===== src/sv/fly_camera_orientation_step_unit_assert.svh =====
// Assertion macros for the fly camera step unit
`ifndef FLY_CAMERA_ORIENTATION_STEP_UNIT_ASSERT_SVH
`define FLY_CAMERA_ORIENTATION_STEP_UNIT_ASSERT_SVH
// implication checked every clock, quiet in reset
`define FCS_ASSERT_IMP(lbl, ante, cons) \
  lbl: assert property (@(posedge clk) disable iff (!rst_n) (ante) |-> (cons)) \
    else $error("fcs check failed");
// next-cycle implication
`define FCS_ASSERT_NXT(lbl, ante, cons) \
  lbl: assert property (@(posedge clk) disable iff (!rst_n) (ante) |=> (cons)) \
    else $error("fcs check failed");
`endif


===== src/sv/fcs_pkg.sv =====
// Shared types, constants and tables for the fly camera step unit
package fcs_pkg;
  localparam int YAW_FULL     = 92160;
  localparam int HALF_TURN    = 46080;
  localparam int QUARTER_TURN = 23040;
  localparam int PITCH_LIMIT  = 22784;
  localparam int YAW_RESET    = 69120;
  localparam int CORDIC_START = 652032874;
  localparam int TRIG_ITER    = 16;
  localparam int VEC_ONE      = 16384;

  localparam logic [1:0] REG_SPEED = 2'd0;
  localparam logic [1:0] REG_SX    = 2'd1;
  localparam logic [1:0] REG_SY    = 2'd2;
  localparam logic [1:0] REG_SZ    = 2'd3;

  localparam logic [2:0] DIR_NONE = 3'd0;
  localparam logic [2:0] DIR_FWD  = 3'd1;
  localparam logic [2:0] DIR_BACK = 3'd2;
  localparam logic [2:0] DIR_UP   = 3'd3;
  localparam logic [2:0] DIR_DOWN = 3'd4;
  localparam logic [2:0] DIR_RGT  = 3'd5;
  localparam logic [2:0] DIR_LEFT = 3'd6;

  typedef enum logic [3:0] {
    ST_IDLE, ST_ANGLE, ST_CORD_Y, ST_CORD_P, ST_MUL, ST_MOVE, ST_OUT
  } fcs_state_t;

  typedef struct packed {
    logic load;
    logic angle;
    logic cord_start_y;
    logic cord_start_p;
    logic cord_step;
    logic cord_done_y;
    logic cord_done_p;
    logic mul_step;
    logic move_step;
    logic out_load;
  } fcs_cmd_t;

  typedef struct packed {
    logic cord_last;
    logic mul_last;
    logic move_last;
  } fcs_sts_t;

  function automatic logic signed [23:0] atan_deg16(input logic [3:0] i);
    case (i)
      4'd0: atan_deg16 = 24'sd2949120;
      4'd1: atan_deg16 = 24'sd1740967;
      4'd2: atan_deg16 = 24'sd919879;
      4'd3: atan_deg16 = 24'sd466945;
      4'd4: atan_deg16 = 24'sd234379;
      4'd5: atan_deg16 = 24'sd117304;
      4'd6: atan_deg16 = 24'sd58666;
      4'd7: atan_deg16 = 24'sd29335;
      4'd8: atan_deg16 = 24'sd14668;
      4'd9: atan_deg16 = 24'sd7334;
      4'd10: atan_deg16 = 24'sd3667;
      4'd11: atan_deg16 = 24'sd1833;
      4'd12: atan_deg16 = 24'sd917;
      4'd13: atan_deg16 = 24'sd458;
      4'd14: atan_deg16 = 24'sd229;
      4'd15: atan_deg16 = 24'sd115;
      default: atan_deg16 = 24'sd0;
    endcase
  endfunction
endpackage


===== src/sv/fcs_ctrl.sv =====
// Sequencer for the fly camera step unit
module fcs_ctrl
  import fcs_pkg::*;
(
  input  logic     clk,
  input  logic     rst_n,
  input  logic     in_fire,
  input  logic     out_busy,
  input  fcs_sts_t sts,
  output logic     idle,
  output fcs_cmd_t cmd
);
  fcs_state_t state_r, state_nxt;

  always_ff @(posedge clk) begin
    if (!rst_n) state_r <= ST_IDLE;
    else        state_r <= state_nxt;
  end

  always_comb begin
    state_nxt = state_r;
    cmd = '0;
    idle = (state_r == ST_IDLE);
    case (state_r)
      ST_IDLE: begin
        if (in_fire) begin
          cmd.load = 1'b1;
          state_nxt = ST_ANGLE;
        end
      end
      ST_ANGLE: begin
        cmd.angle = 1'b1;
        cmd.cord_start_y = 1'b1;
        state_nxt = ST_CORD_Y;
      end
      ST_CORD_Y: begin
        // last rotation is folded into the final rounding
        if (sts.cord_last) begin
          cmd.cord_done_y = 1'b1;
          cmd.cord_start_p = 1'b1;
          state_nxt = ST_CORD_P;
        end else begin
          cmd.cord_step = 1'b1;
        end
      end
      ST_CORD_P: begin
        if (sts.cord_last) begin
          cmd.cord_done_p = 1'b1;
          state_nxt = ST_MUL;
        end else begin
          cmd.cord_step = 1'b1;
        end
      end
      ST_MUL: begin
        cmd.mul_step = 1'b1;
        if (sts.mul_last) state_nxt = ST_MOVE;
      end
      ST_MOVE: begin
        cmd.move_step = 1'b1;
        if (sts.move_last) state_nxt = ST_OUT;
      end
      ST_OUT: begin
        if (!out_busy) begin
          cmd.out_load = 1'b1;
          state_nxt = ST_IDLE;
        end
      end
      default: state_nxt = ST_IDLE;
    endcase
  end

`include "fly_camera_orientation_step_unit_assert.svh"
  `FCS_ASSERT_IMP(a_fire_idle, in_fire, state_r == ST_IDLE)
  `FCS_ASSERT_NXT(a_load_next, cmd.load, state_r == ST_ANGLE)
  `FCS_ASSERT_IMP(a_out_once, cmd.out_load, !out_busy && state_r == ST_OUT)
endmodule


===== src/sv/fcs_datapath.sv =====
// Angles, CORDIC, shared multiplier and position registers
module fcs_datapath
  import fcs_pkg::*;
(
  input  logic               clk,
  input  logic               rst_n,
  input  fcs_cmd_t           cmd,
  output fcs_sts_t           sts,
  input  logic signed [15:0] yaw_delta,
  input  logic signed [15:0] pitch_delta,
  input  logic [2:0]         move_dir,
  input  logic [15:0]        frame_time,
  input  logic               cfg_we,
  input  logic [1:0]         cfg_idx,
  input  logic [31:0]        cfg_val,
  output logic signed [31:0] pos_o [3],
  output logic signed [15:0] vec_o [9]
);
  logic [15:0]        speed_r;
  logic signed [15:0] yd_r, pd_r;
  logic [2:0]         dir_r;
  logic [15:0]        ft_r;
  logic [16:0]        yaw_r;
  logic signed [15:0] pitch_r;
  logic signed [31:0] pos_r [3];
  logic signed [15:0] vec_r [9];
  logic signed [15:0] sy_r, cy_r, sp_r, cp_r;
  logic signed [31:0] cx_r, cyv_r;
  logic signed [25:0] cz_r;
  logic               flip_r;
  logic [3:0]         it_r;
  logic [2:0]         mcnt_r;
  logic [1:0]         kcnt_r;
  logic [31:0]        spd_r;

  // angle update
  logic signed [18:0] ysum, ywrap;
  logic signed [17:0] psum, pcl;
  always_comb begin
    ysum = $signed({2'b00, yaw_r}) + 19'(yd_r);
    if (ysum < 0) ywrap = ysum + 19'(YAW_FULL);
    else if (ysum >= 19'(YAW_FULL)) ywrap = ysum - 19'(YAW_FULL);
    else ywrap = ysum;
    psum = 18'(pitch_r) + 18'(pd_r);
    if (psum > 18'(PITCH_LIMIT)) pcl = 18'(PITCH_LIMIT);
    else if (psum < -18'(PITCH_LIMIT)) pcl = -18'(PITCH_LIMIT);
    else pcl = psum;
  end

  // CORDIC seed for a Q.8 angle in [-180,180); yaw seeds from the new angle
  logic signed [18:0] ang_in, ang_red;
  logic               flip_in;
  always_comb begin
    ang_in = cmd.cord_start_p ? 19'(pitch_r)
           : (ywrap >= 19'(HALF_TURN) ? ywrap - 19'(YAW_FULL) : ywrap);
    flip_in = 1'b0;
    ang_red = ang_in;
    if (ang_in > 19'(QUARTER_TURN)) begin
      ang_red = ang_in - 19'(HALF_TURN); flip_in = 1'b1;
    end else if (ang_in < -19'(QUARTER_TURN)) begin
      ang_red = ang_in + 19'(HALF_TURN); flip_in = 1'b1;
    end
  end

  logic signed [31:0] dx, dy;
  logic signed [25:0] at;
  assign dx = cyv_r >>> it_r;
  assign dy = cx_r >>> it_r;
  assign at = 26'(atan_deg16(it_r));

  // round Q2.30 to Q1.14, clamp and unflip
  function automatic logic signed [15:0] cfin(input logic signed [31:0] v,
                                              input logic f);
    logic signed [16:0] r;
    logic signed [15:0] c;
    r = 17'((33'(v) + 33'sd32768) >>> 16);
    if (r > 17'(VEC_ONE)) c = 16'(VEC_ONE);
    else if (r < -17'(VEC_ONE)) c = -16'(VEC_ONE);
    else c = r[15:0];
    cfin = f ? -c : c;
  endfunction

  // shared multiplier
  logic signed [15:0] ma, mb;
  logic signed [31:0] mprod;
  logic signed [15:0] mrnd;
  always_comb begin
    case (mcnt_r)
      3'd0: begin ma = cy_r; mb = cp_r; end
      3'd1: begin ma = sy_r; mb = cp_r; end
      3'd2: begin ma = cy_r; mb = sp_r; end
      default: begin ma = sy_r; mb = sp_r; end
    endcase
    mprod = ma * mb;
    mrnd = 16'((mprod + 32'sd8192) >>> 14);
  end

  // move step: vec (Q1.14) * speed (Q8.24) >> 22
  logic [3:0]         vbase;
  logic               vsub, vmove;
  logic signed [15:0] vsel;
  logic signed [48:0] vprod;
  logic signed [33:0] dstep, pnew;
  logic signed [31:0] psat;
  always_comb begin
    vbase = 4'd0; vsub = 1'b0; vmove = 1'b1;
    case (dir_r)
      DIR_FWD:  vbase = 4'd0;
      DIR_BACK: begin vbase = 4'd0; vsub = 1'b1; end
      DIR_UP:   vbase = 4'd6;
      DIR_DOWN: begin vbase = 4'd6; vsub = 1'b1; end
      DIR_RGT:  vbase = 4'd3;
      DIR_LEFT: begin vbase = 4'd3; vsub = 1'b1; end
      default:  vmove = 1'b0;
    endcase
    vsel = vec_r[vbase + 4'(kcnt_r)];
    vprod = vsel * $signed({1'b0, spd_r});
    dstep = 34'((vprod + 49'sd2097152) >>> 22);
    pnew = vsub ? 34'(pos_r[kcnt_r]) - dstep : 34'(pos_r[kcnt_r]) + dstep;
    if (pnew > 34'sd2147483647) psat = 32'sh7fffffff;
    else if (pnew < -34'sd2147483648) psat = 32'sh80000000;
    else psat = pnew[31:0];
  end

  assign sts.cord_last = (it_r == 4'(TRIG_ITER - 1));
  assign sts.mul_last  = (mcnt_r == 3'd4);
  assign sts.move_last = (kcnt_r == 2'd2);

  always_ff @(posedge clk) begin
    if (!rst_n) begin
      speed_r <= 16'd384;
      yaw_r   <= 17'(YAW_RESET);
      pitch_r <= '0;
      for (int k = 0; k < 3; k++) pos_r[k] <= '0;
      vec_r[0] <= '0;
      vec_r[1] <= '0;
      vec_r[2] <= -16'(VEC_ONE);
      vec_r[3] <= 16'(VEC_ONE);
      vec_r[4] <= '0;
      vec_r[5] <= '0;
      vec_r[6] <= '0;
      vec_r[7] <= 16'(VEC_ONE);
      vec_r[8] <= '0;
      it_r <= '0; mcnt_r <= '0; kcnt_r <= '0;
    end else begin
      if (cfg_we) begin
        case (cfg_idx)
          REG_SPEED: speed_r <= cfg_val[15:0];
          REG_SX:    pos_r[0] <= cfg_val;
          REG_SY:    pos_r[1] <= cfg_val;
          REG_SZ:    pos_r[2] <= cfg_val;
          default: ;
        endcase
      end
      if (cmd.load) begin
        yd_r <= yaw_delta; pd_r <= pitch_delta;
        dir_r <= move_dir; ft_r <= frame_time;
      end
      if (cmd.angle) begin
        yaw_r <= ywrap[16:0];
        pitch_r <= pcl[15:0];
        spd_r <= ft_r * speed_r;
      end
      if (cmd.cord_step) begin
        it_r <= it_r + 4'd1;
        if (cz_r >= 0) begin
          cx_r <= cx_r - dx; cyv_r <= cyv_r + dy; cz_r <= cz_r - at;
        end else begin
          cx_r <= cx_r + dx; cyv_r <= cyv_r - dy; cz_r <= cz_r + at;
        end
      end
      if (cmd.cord_done_y) begin
        cy_r <= cfin(cx_r + (cz_r >= 0 ? -dx : dx), flip_r);
        sy_r <= cfin(cyv_r + (cz_r >= 0 ? dy : -dy), flip_r);
      end
      if (cmd.cord_done_p) begin
        cp_r <= cfin(cx_r + (cz_r >= 0 ? -dx : dx), flip_r);
        sp_r <= cfin(cyv_r + (cz_r >= 0 ? dy : -dy), flip_r);
      end
      if (cmd.cord_start_y || cmd.cord_start_p) begin
        cx_r <= 32'(CORDIC_START);
        cyv_r <= '0;
        cz_r <= 26'(ang_red) <<< 8;
        flip_r <= flip_in;
        it_r <= '0;
        mcnt_r <= '0;
      end
      if (cmd.mul_step) begin
        mcnt_r <= mcnt_r + 3'd1;
        case (mcnt_r)
          3'd0: vec_r[0] <= mrnd;
          3'd1: vec_r[2] <= mrnd;
          3'd2: vec_r[6] <= -mrnd;
          3'd3: vec_r[8] <= -mrnd;
          default: begin
            vec_r[1] <= sp_r; vec_r[3] <= -sy_r; vec_r[4] <= '0;
            vec_r[5] <= cy_r; vec_r[7] <= cp_r;
          end
        endcase
        kcnt_r <= '0;
      end
      if (cmd.move_step) begin
        kcnt_r <= kcnt_r + 2'd1;
        if (vmove) pos_r[kcnt_r] <= psat;
      end
    end
  end

  assign pos_o = pos_r;
  assign vec_o = vec_r;

`include "fly_camera_orientation_step_unit_assert.svh"
  `FCS_ASSERT_IMP(a_yaw_range, 1'b1, yaw_r < 17'(YAW_FULL))
  `FCS_ASSERT_IMP(a_pitch_range, 1'b1,
                  pitch_r <= 16'(PITCH_LIMIT) && pitch_r >= -16'(PITCH_LIMIT))
  `FCS_ASSERT_IMP(a_right_y, cmd.move_step, vec_r[4] == 16'sd0)
endmodule


===== src/sv/fly_camera_orientation_step_unit.sv =====
// Top level of the fly camera step unit
// One item at a time: an item passes through load, angle update, a yaw and then a
// pitch CORDIC rotation run, the multiply steps, the position steps and the output
// step, in that order, on the single iterative CORDIC shared between yaw and pitch and
// one shared 16x16 multiplier. The result sits in an output register, so the next
// item is taken once the datapath is free even if the result is not yet read.
// A start_x/y/z write also loads that position component.
module fly_camera_orientation_step_unit
  import fcs_pkg::*;
(
  input  logic         clk,
  input  logic         rst_n,
  input  logic         in_tvalid,
  output logic         in_tready,
  // yaw_delta[15:0], pitch_delta[31:16], move_dir[34:32], frame_time[50:35]
  input  logic [55:0]  in_tdata,
  output logic         out_tvalid,
  input  logic         out_tready,
  // pos_x, pos_y, pos_z (32 each), then front_x/y/z, right_x/y/z, up_x/y/z (16 each)
  output logic [239:0] out_tdata,
  input  logic         cfg_valid,
  output logic         cfg_ready,
  input  logic [1:0]   cfg_index,
  input  logic [31:0]  cfg_data
);
  fcs_cmd_t cmd;
  fcs_sts_t sts;
  logic idle, in_fire, out_busy;
  logic signed [31:0] pos [3];
  logic signed [15:0] vec [9];
  logic out_valid_r;
  logic [239:0] out_data_r;

  assign in_tready = idle;
  assign in_fire = in_tvalid && idle;
  assign cfg_ready = 1'b1;
  assign out_busy = out_valid_r && !out_tready;

  fcs_ctrl u_ctrl (
    .clk(clk), .rst_n(rst_n), .in_fire(in_fire), .out_busy(out_busy),
    .sts(sts), .idle(idle), .cmd(cmd)
  );

  fcs_datapath u_dp (
    .clk(clk), .rst_n(rst_n), .cmd(cmd), .sts(sts),
    .yaw_delta(in_tdata[15:0]), .pitch_delta(in_tdata[31:16]),
    .move_dir(in_tdata[34:32]), .frame_time(in_tdata[50:35]),
    .cfg_we(cfg_valid), .cfg_idx(cfg_index), .cfg_val(cfg_data),
    .pos_o(pos), .vec_o(vec)
  );

  always_ff @(posedge clk) begin
    if (!rst_n) out_valid_r <= 1'b0;
    else if (cmd.out_load) out_valid_r <= 1'b1;
    else if (out_tready) out_valid_r <= 1'b0;
  end

  always_ff @(posedge clk) begin
    if (cmd.out_load)
      out_data_r <= {vec[8], vec[7], vec[6], vec[5], vec[4], vec[3], vec[2], vec[1],
                     vec[0], pos[2], pos[1], pos[0]};
  end

  assign out_tvalid = out_valid_r;
  assign out_tdata = out_data_r;
endmodule

===== config.mk =====
export PLATFORM = sky130hd
export DESIGN_NAME = fly_camera_orientation_step_unit
export DESIGN_NICKNAME = d
export VERILOG_FILES = /design/src/sv/fcs_pkg.sv /design/src/sv/fcs_ctrl.sv /design/src/sv/fcs_datapath.sv /design/src/sv/fly_camera_orientation_step_unit.sv
export VERILOG_INCLUDE_DIRS = /design/src /design/src/sv
export SDC_FILE = /design/constraint.sdc
export NUM_CORES = 2
export LEC_CHECK = 0
export BUFFER_PORTS_ARGS = -buffer_cell sky130_fd_sc_hd__buf_2
export CAP_MARGIN = 5
export CORE_ASPECT_RATIO = 2
export CORE_MARGIN = 3
export CORE_UTILIZATION = 30
export CTS_BUF_LIST = sky130_fd_sc_hd__clkbuf_4
export DETAILED_ROUTE_END_ITERATION = 8
export PLACE_DENSITY = 0.56
export SYNTH_ARGS = -nofsm -noshare
export SYNTH_HDL_FRONTEND = slang
export SYNTH_SLANG_ARGS = --single-unit
export TNS_END_PERCENT = 30

===== constraint.sdc =====
create_clock -name clk -period 18.5 [get_ports clk]
set_clock_uncertainty 0.05 [all_clocks]
set_input_delay 0.925 -clock clk [delete_from_list [all_inputs] [get_ports clk]]
set_output_delay 0.925 -clock clk [all_outputs]
set_load 0.01 [all_outputs]

==> impl_metrics.json <==
{
  "status": "finished clean",
  "worstHoldPathCells": 3,
  "core_region_area_um2": 265000,
  "worstMarginPinSlew_ns": 1.29,
  "switching_share": 0.529,
  "synthArstFlopShare": 0,
  "clk-insertion-delay-late_ns": 1.23,
  "num_vias": 65200,
  "drt_pass1_iterations": 6,
  "viasPerCell": 5.18,
  "setup_violations": 0,
  "die_h_um": 737,
  "hold_violations": 0,
  "crit_path_top_delay_cell": "sky130_fd_sc_hd__a2bb2oi_2",
  "hold_path_end": "u_dp.pos_o[53]",
  "met3RoutedLength_um": 17000,
  "synth-main-ff-cell": "sky130_fd_sc_hd__edfxtp_1",
  "die_span_in_x_um": 371,
  "combinationalPowerShare": 0.738,
  "timing.max_slew.rel_slack": 0.142,
  "synth_area_um2": 80000,
  "cap_violations": 0,
  "die_outline_area_um2": 273000,
  "reg2reg_to": "u_dp.pos_o[72]",
  "p_sw_uw": 9080,
  "finalCritPeriodShare": 0.895,
  "yosys_warnings": 0,
  "required_time_reported_for_the_critical_path_endpoint_ns": 19.44,
  "pin_count_of_the_biggest_net_entering_global_routing": 124,
  "wire_length_of_the_first_global_routing_pass_um": 411000,
  "worst-r2r-cell-count": 52,
  "clkSlewWorstSetupHoldPaths_ns": 0.07,
  "ir_drop_v": 0.000236,
  "synthDominantCellAreaShare": 0.217,
  "number_of_enable_type_register_cells_in_the_synthesized_netlist": 462,
  "cts-buffers-inserted": 198,
  "io_buffers": 315,
  "drc_errors": 0,
  "postSynthRegisterBits": 770,
  "first_global_vias": 68700,
  "final_area_um2": 89000,
  "fill_cells": 27400,
  "postRouteAntennaNets": 0,
  "num_io_pins": 338,
  "syn_area_per_cell_um2": 9.30,
  "cpPeakStageDelay_ns": 0.84,
  "timing.critical_path.fanout_max": 23,
  "timing_max_transition_violations_final": 0,
  "total_congestion_overflow_after_global_routing": 0,
  "cp_data_arrival_time_ns": 17.51,
  "cp.buffers_inverters": 8,
  "cpLargestDelayFamily": "compound AO/OA/AOI/OAI gates",
  "synth_largest_area_cell": "sky130_fd_sc_hd__fa_1",
  "synth_cell_types": 113,
  "mean_routed_wirelength_per_cell_um": 21.8,
  "dpl_cell_area_um2": 85600,
  "finish.net_count": 10400,
  "crit_cells": 52,
  "seq_area_frac_synth": 0.250,
  "met1Wirelength_um": 101000,
  "rsz0062_at_grt": "false",
  "pwr_density_cell_nw_per_um2": 193,
  "area_growth_syn_to_layout_pct": 11.1,
  "cts_hold_repair.buffers": 68,
  "internal_power_uw": 8070,
  "post-cts-setup-buffer-count": 0,
  "routed-wl-met2_um": 143000,
  "drt_initial_violations": 4513,
  "root_buffer": "sky130_fd_sc_hd__clkbuf_4",
  "timing.critical_path.mode_cell": "sky130_fd_sc_hd__fa_1",
  "highest_metal_layer_with_signal_wires": "met5",
  "cellLeakagePower_uw": 0.0388,
  "synth.top_cells.by_area": "sky130_fd_sc_hd__fa_1 22%, sky130_fd_sc_hd__edfxtp_1 17%, sky130_fd_sc_hd__ha_1 8.6%",
  "fmaxAchievable_mhz": 60.4,
  "tritoncts": "yes",
  "path_type_of_the_worst_setup_path": "reg -> reg",
  "clkSinkCount": 770,
  "h_tree_levels": 4,
  "timing.rr.start": "u_dp.dir_r[0]",
  "initial_utilization": 0.302,
  "final.setup.tns_ns": 0,
  "dpl.hpwl_um": 217000,
  "grt_antenna_before_repair": 52,
  "end_kind": "flip-flop",
  "ff2ff_setup_slack_ns": 1.94,
  "clk_network_pwr_share": 0.095,
  "hp-start": "cfg_data[21]",
  "power.share.sequential": 0.167,
  "fin_crit_ns": 16.56,
  "start_kind": "flip-flop",
  "drive_gt1_frac": 0.116,
  "totalWireLength_um": 275000,
  "worst_hold_class": "in -> reg",
  "clockBufferDepth": 4,
  "cts_resized": 0,
  "placement_rows": 267,
  "grt_usage": 0.198,
  "routabilityCongestion": 0.936,
  "post_synth_inst_count": 8606
}
power by group through the flow:
stage | clock [uW] | combinational (uW) | sequential, uW
finish | 1620 | 12700 | 2860
global route | 1760 | 13900 | 2880
CTS | 1700 | 12700 | 2860
detailed placement | 0 | 12600 | 2900
global placement | 0 | 12400 | 2890
floorplan | 0 | 9160 | 2710
metal layers:
layer | vias up | track usage
li1 | 29400 | -
met1 | 32600 | 0.219
met2 | 2418 | 0.366
met3 | 808 | 0.0308
met4 | 28 | 0.0941
met5 | - | 0
cells by family after synthesis:
logic type               after synthesis  share of synthesized area
XOR/XNOR                             457                     0.0502
adder cells (fa/ha/maj)             1415                      0.302
other                                  2                  0.0000938
flip-flops                           770                      0.250
multiplexers                         332                     0.0549
buffers and inverters               1469                     0.0706
AO/OA/AOI/OAI                       1323                      0.108
AND/OR/NAND/NOR                     2838                      0.163
cells in the final DEF, fill, tap and decap left out, types with 57 or more instances in the layout:
| master | netlist | layout |
|---|---|---|
| sky130_fd_sc_hd__a21o_1 | 90 | 90 |
| sky130_fd_sc_hd__a21oi_1 | 436 | 435 |
| sky130_fd_sc_hd__a221oi_1 | 65 | 65 |
| sky130_fd_sc_hd__a31oi_1 | 59 | 58 |
| sky130_fd_sc_hd__and2_1 | 345 | 345 |
| sky130_fd_sc_hd__and3_1 | 58 | 57 |
| sky130_fd_sc_hd__buf_2 | 13 | 315 |
| sky130_fd_sc_hd__buf_4 | 23 | 116 |
| sky130_fd_sc_hd__clkbuf_4 | 0 | 279 |
| sky130_fd_sc_hd__dfxtp_1 | 308 | 302 |
| sky130_fd_sc_hd__dlygate4sd3_1 | 0 | 68 |
| sky130_fd_sc_hd__edfxtp_1 | 462 | 462 |
| sky130_fd_sc_hd__fa_1 | 866 | 866 |
| sky130_fd_sc_hd__ha_1 | 548 | 548 |
| sky130_fd_sc_hd__inv_1 | 1066 | 1065 |
| sky130_fd_sc_hd__mux2i_1 | 201 | 200 |
| sky130_fd_sc_hd__mux4_2 | 80 | 80 |
| sky130_fd_sc_hd__nand2_1 | 1298 | 1293 |
| sky130_fd_sc_hd__nand2b_1 | 67 | 67 |
| sky130_fd_sc_hd__nand3_1 | 123 | 121 |
| sky130_fd_sc_hd__nor2_1 | 556 | 545 |
| sky130_fd_sc_hd__nor3_1 | 100 | 100 |
| sky130_fd_sc_hd__o21ai_0 | 251 | 241 |
| sky130_fd_sc_hd__xnor2_1 | 277 | 277 |
| sky130_fd_sc_hd__xor2_1 | 178 | 178 |
sequential cells by signal, indices dropped and copies added, names as in the netlist, 17 cells and up:
signal	count
u_dp.cyv_r	32
u_dp.spd_r	32
u_dp.yaw_r	17
u_dp.pos_o	96
u_dp.vec_o	128
out_tdata	224
u_dp.cx_r	32
u_dp.at	22
u_dp.cz_r	26
final cells by class:
type | instances | area, um^2 | share of cell area
Timing Repair Buffer | 500 | 3150 | 0.0354
Clock buffer | 279 | 2090 | 0.0235
Inverter | 1071 | 4030 | 0.0453
Sequential cell | 770 | 20000 | 0.225
Antenna cell | 13 | 32.5 | 0.000366
Clock inverter | 82 | 572 | 0.00643
Multi-Input combinational cell | 6382 | 54700 | 0.614
Tap cell | 3497 | 4380 | 0.0492
worst reg2reg max path: cells and delay by family, from the launching register on:
family                   cells  cell delay, ns
AO/OA/AOI/OAI               16            4.73
XOR/XNOR                     3            0.67
adder cells (fa/ha/maj)     10            4.55
buffers and inverters        8            1.40
flip-flops                   1            0.50
multiplexers                 1            0.44
AND/OR/NAND/NOR             14            4.08
how the worst max path moves through the flow:
stage                  start              to
3_5_place_dp   u_dp.dir_r[0]  u_dp.pos_o[72]
3_3_place_gp   u_dp.dir_r[0]  u_dp.pos_o[71]
6_report       u_dp.dir_r[0]  u_dp.pos_o[72]
5_1_grt        u_dp.dir_r[0]  u_dp.pos_o[27]
4_1_cts        u_dp.dir_r[0]  u_dp.pos_o[27]
2_1_floorplan  u_dp.dir_r[0]  u_dp.pos_o[45]
cell usage after synthesis, types with 16 or more instances:
cell type,instances
sky130_fd_sc_hd__a31oi_1,59
sky130_fd_sc_hd__a21o_1,90
sky130_fd_sc_hd__dfxtp_1,308
sky130_fd_sc_hd__xnor2_1,277
sky130_fd_sc_hd__nor2b_1,36
sky130_fd_sc_hd__o211ai_1,31
sky130_fd_sc_hd__and2_1,345
sky130_fd_sc_hd__nand4_1,37
sky130_fd_sc_hd__nor4_1,23
sky130_fd_sc_hd__or4_1,16
sky130_fd_sc_hd__a211oi_1,37
sky130_fd_sc_hd__edfxtp_1,462
sky130_fd_sc_hd__o21bai_1,47
sky130_fd_sc_hd__inv_1,1066
sky130_fd_sc_hd__a211o_1,17
sky130_fd_sc_hd__xor2_1,178
sky130_fd_sc_hd__clkbuf_1,325
sky130_fd_sc_hd__mux2i_1,201
sky130_fd_sc_hd__or2_2,46
sky130_fd_sc_hd__o21ai_0,251
sky130_fd_sc_hd__a221oi_1,65
sky130_fd_sc_hd__and3_1,58
sky130_fd_sc_hd__nor2_1,556
sky130_fd_sc_hd__mux2_2,50
sky130_fd_sc_hd__mux4_2,80
sky130_fd_sc_hd__or3_1,54
sky130_fd_sc_hd__o31ai_1,37
sky130_fd_sc_hd__ha_1,548
sky130_fd_sc_hd__buf_4,23
sky130_fd_sc_hd__a221oi_2,23
sky130_fd_sc_hd__nand2b_1,67
sky130_fd_sc_hd__fa_1,866
sky130_fd_sc_hd__nor3_1,100
sky130_fd_sc_hd__nand3_1,123
sky130_fd_sc_hd__o21a_1,49
sky130_fd_sc_hd__buf_1,32
sky130_fd_sc_hd__nand2_1,1298
sky130_fd_sc_hd__a21oi_1,436
metrics by stage:
step,setup WS [ns],total power (uW),util,std cells,hold WS (ns)
after floorplan,5.24,11900,-,8621,0.372
after global placement,1.94,15200,0.323,12200,0.391
after detailed placement,1.98,15500,0.323,12200,0.388
after CTS,1.95,17200,0.336,12600,0.00392
after global routing,1.26,18600,0.336,12600,0.0806
final,1.94,17200,0.336,12600,0.159
No activity file was read; power rests on OpenSTA's default activity.
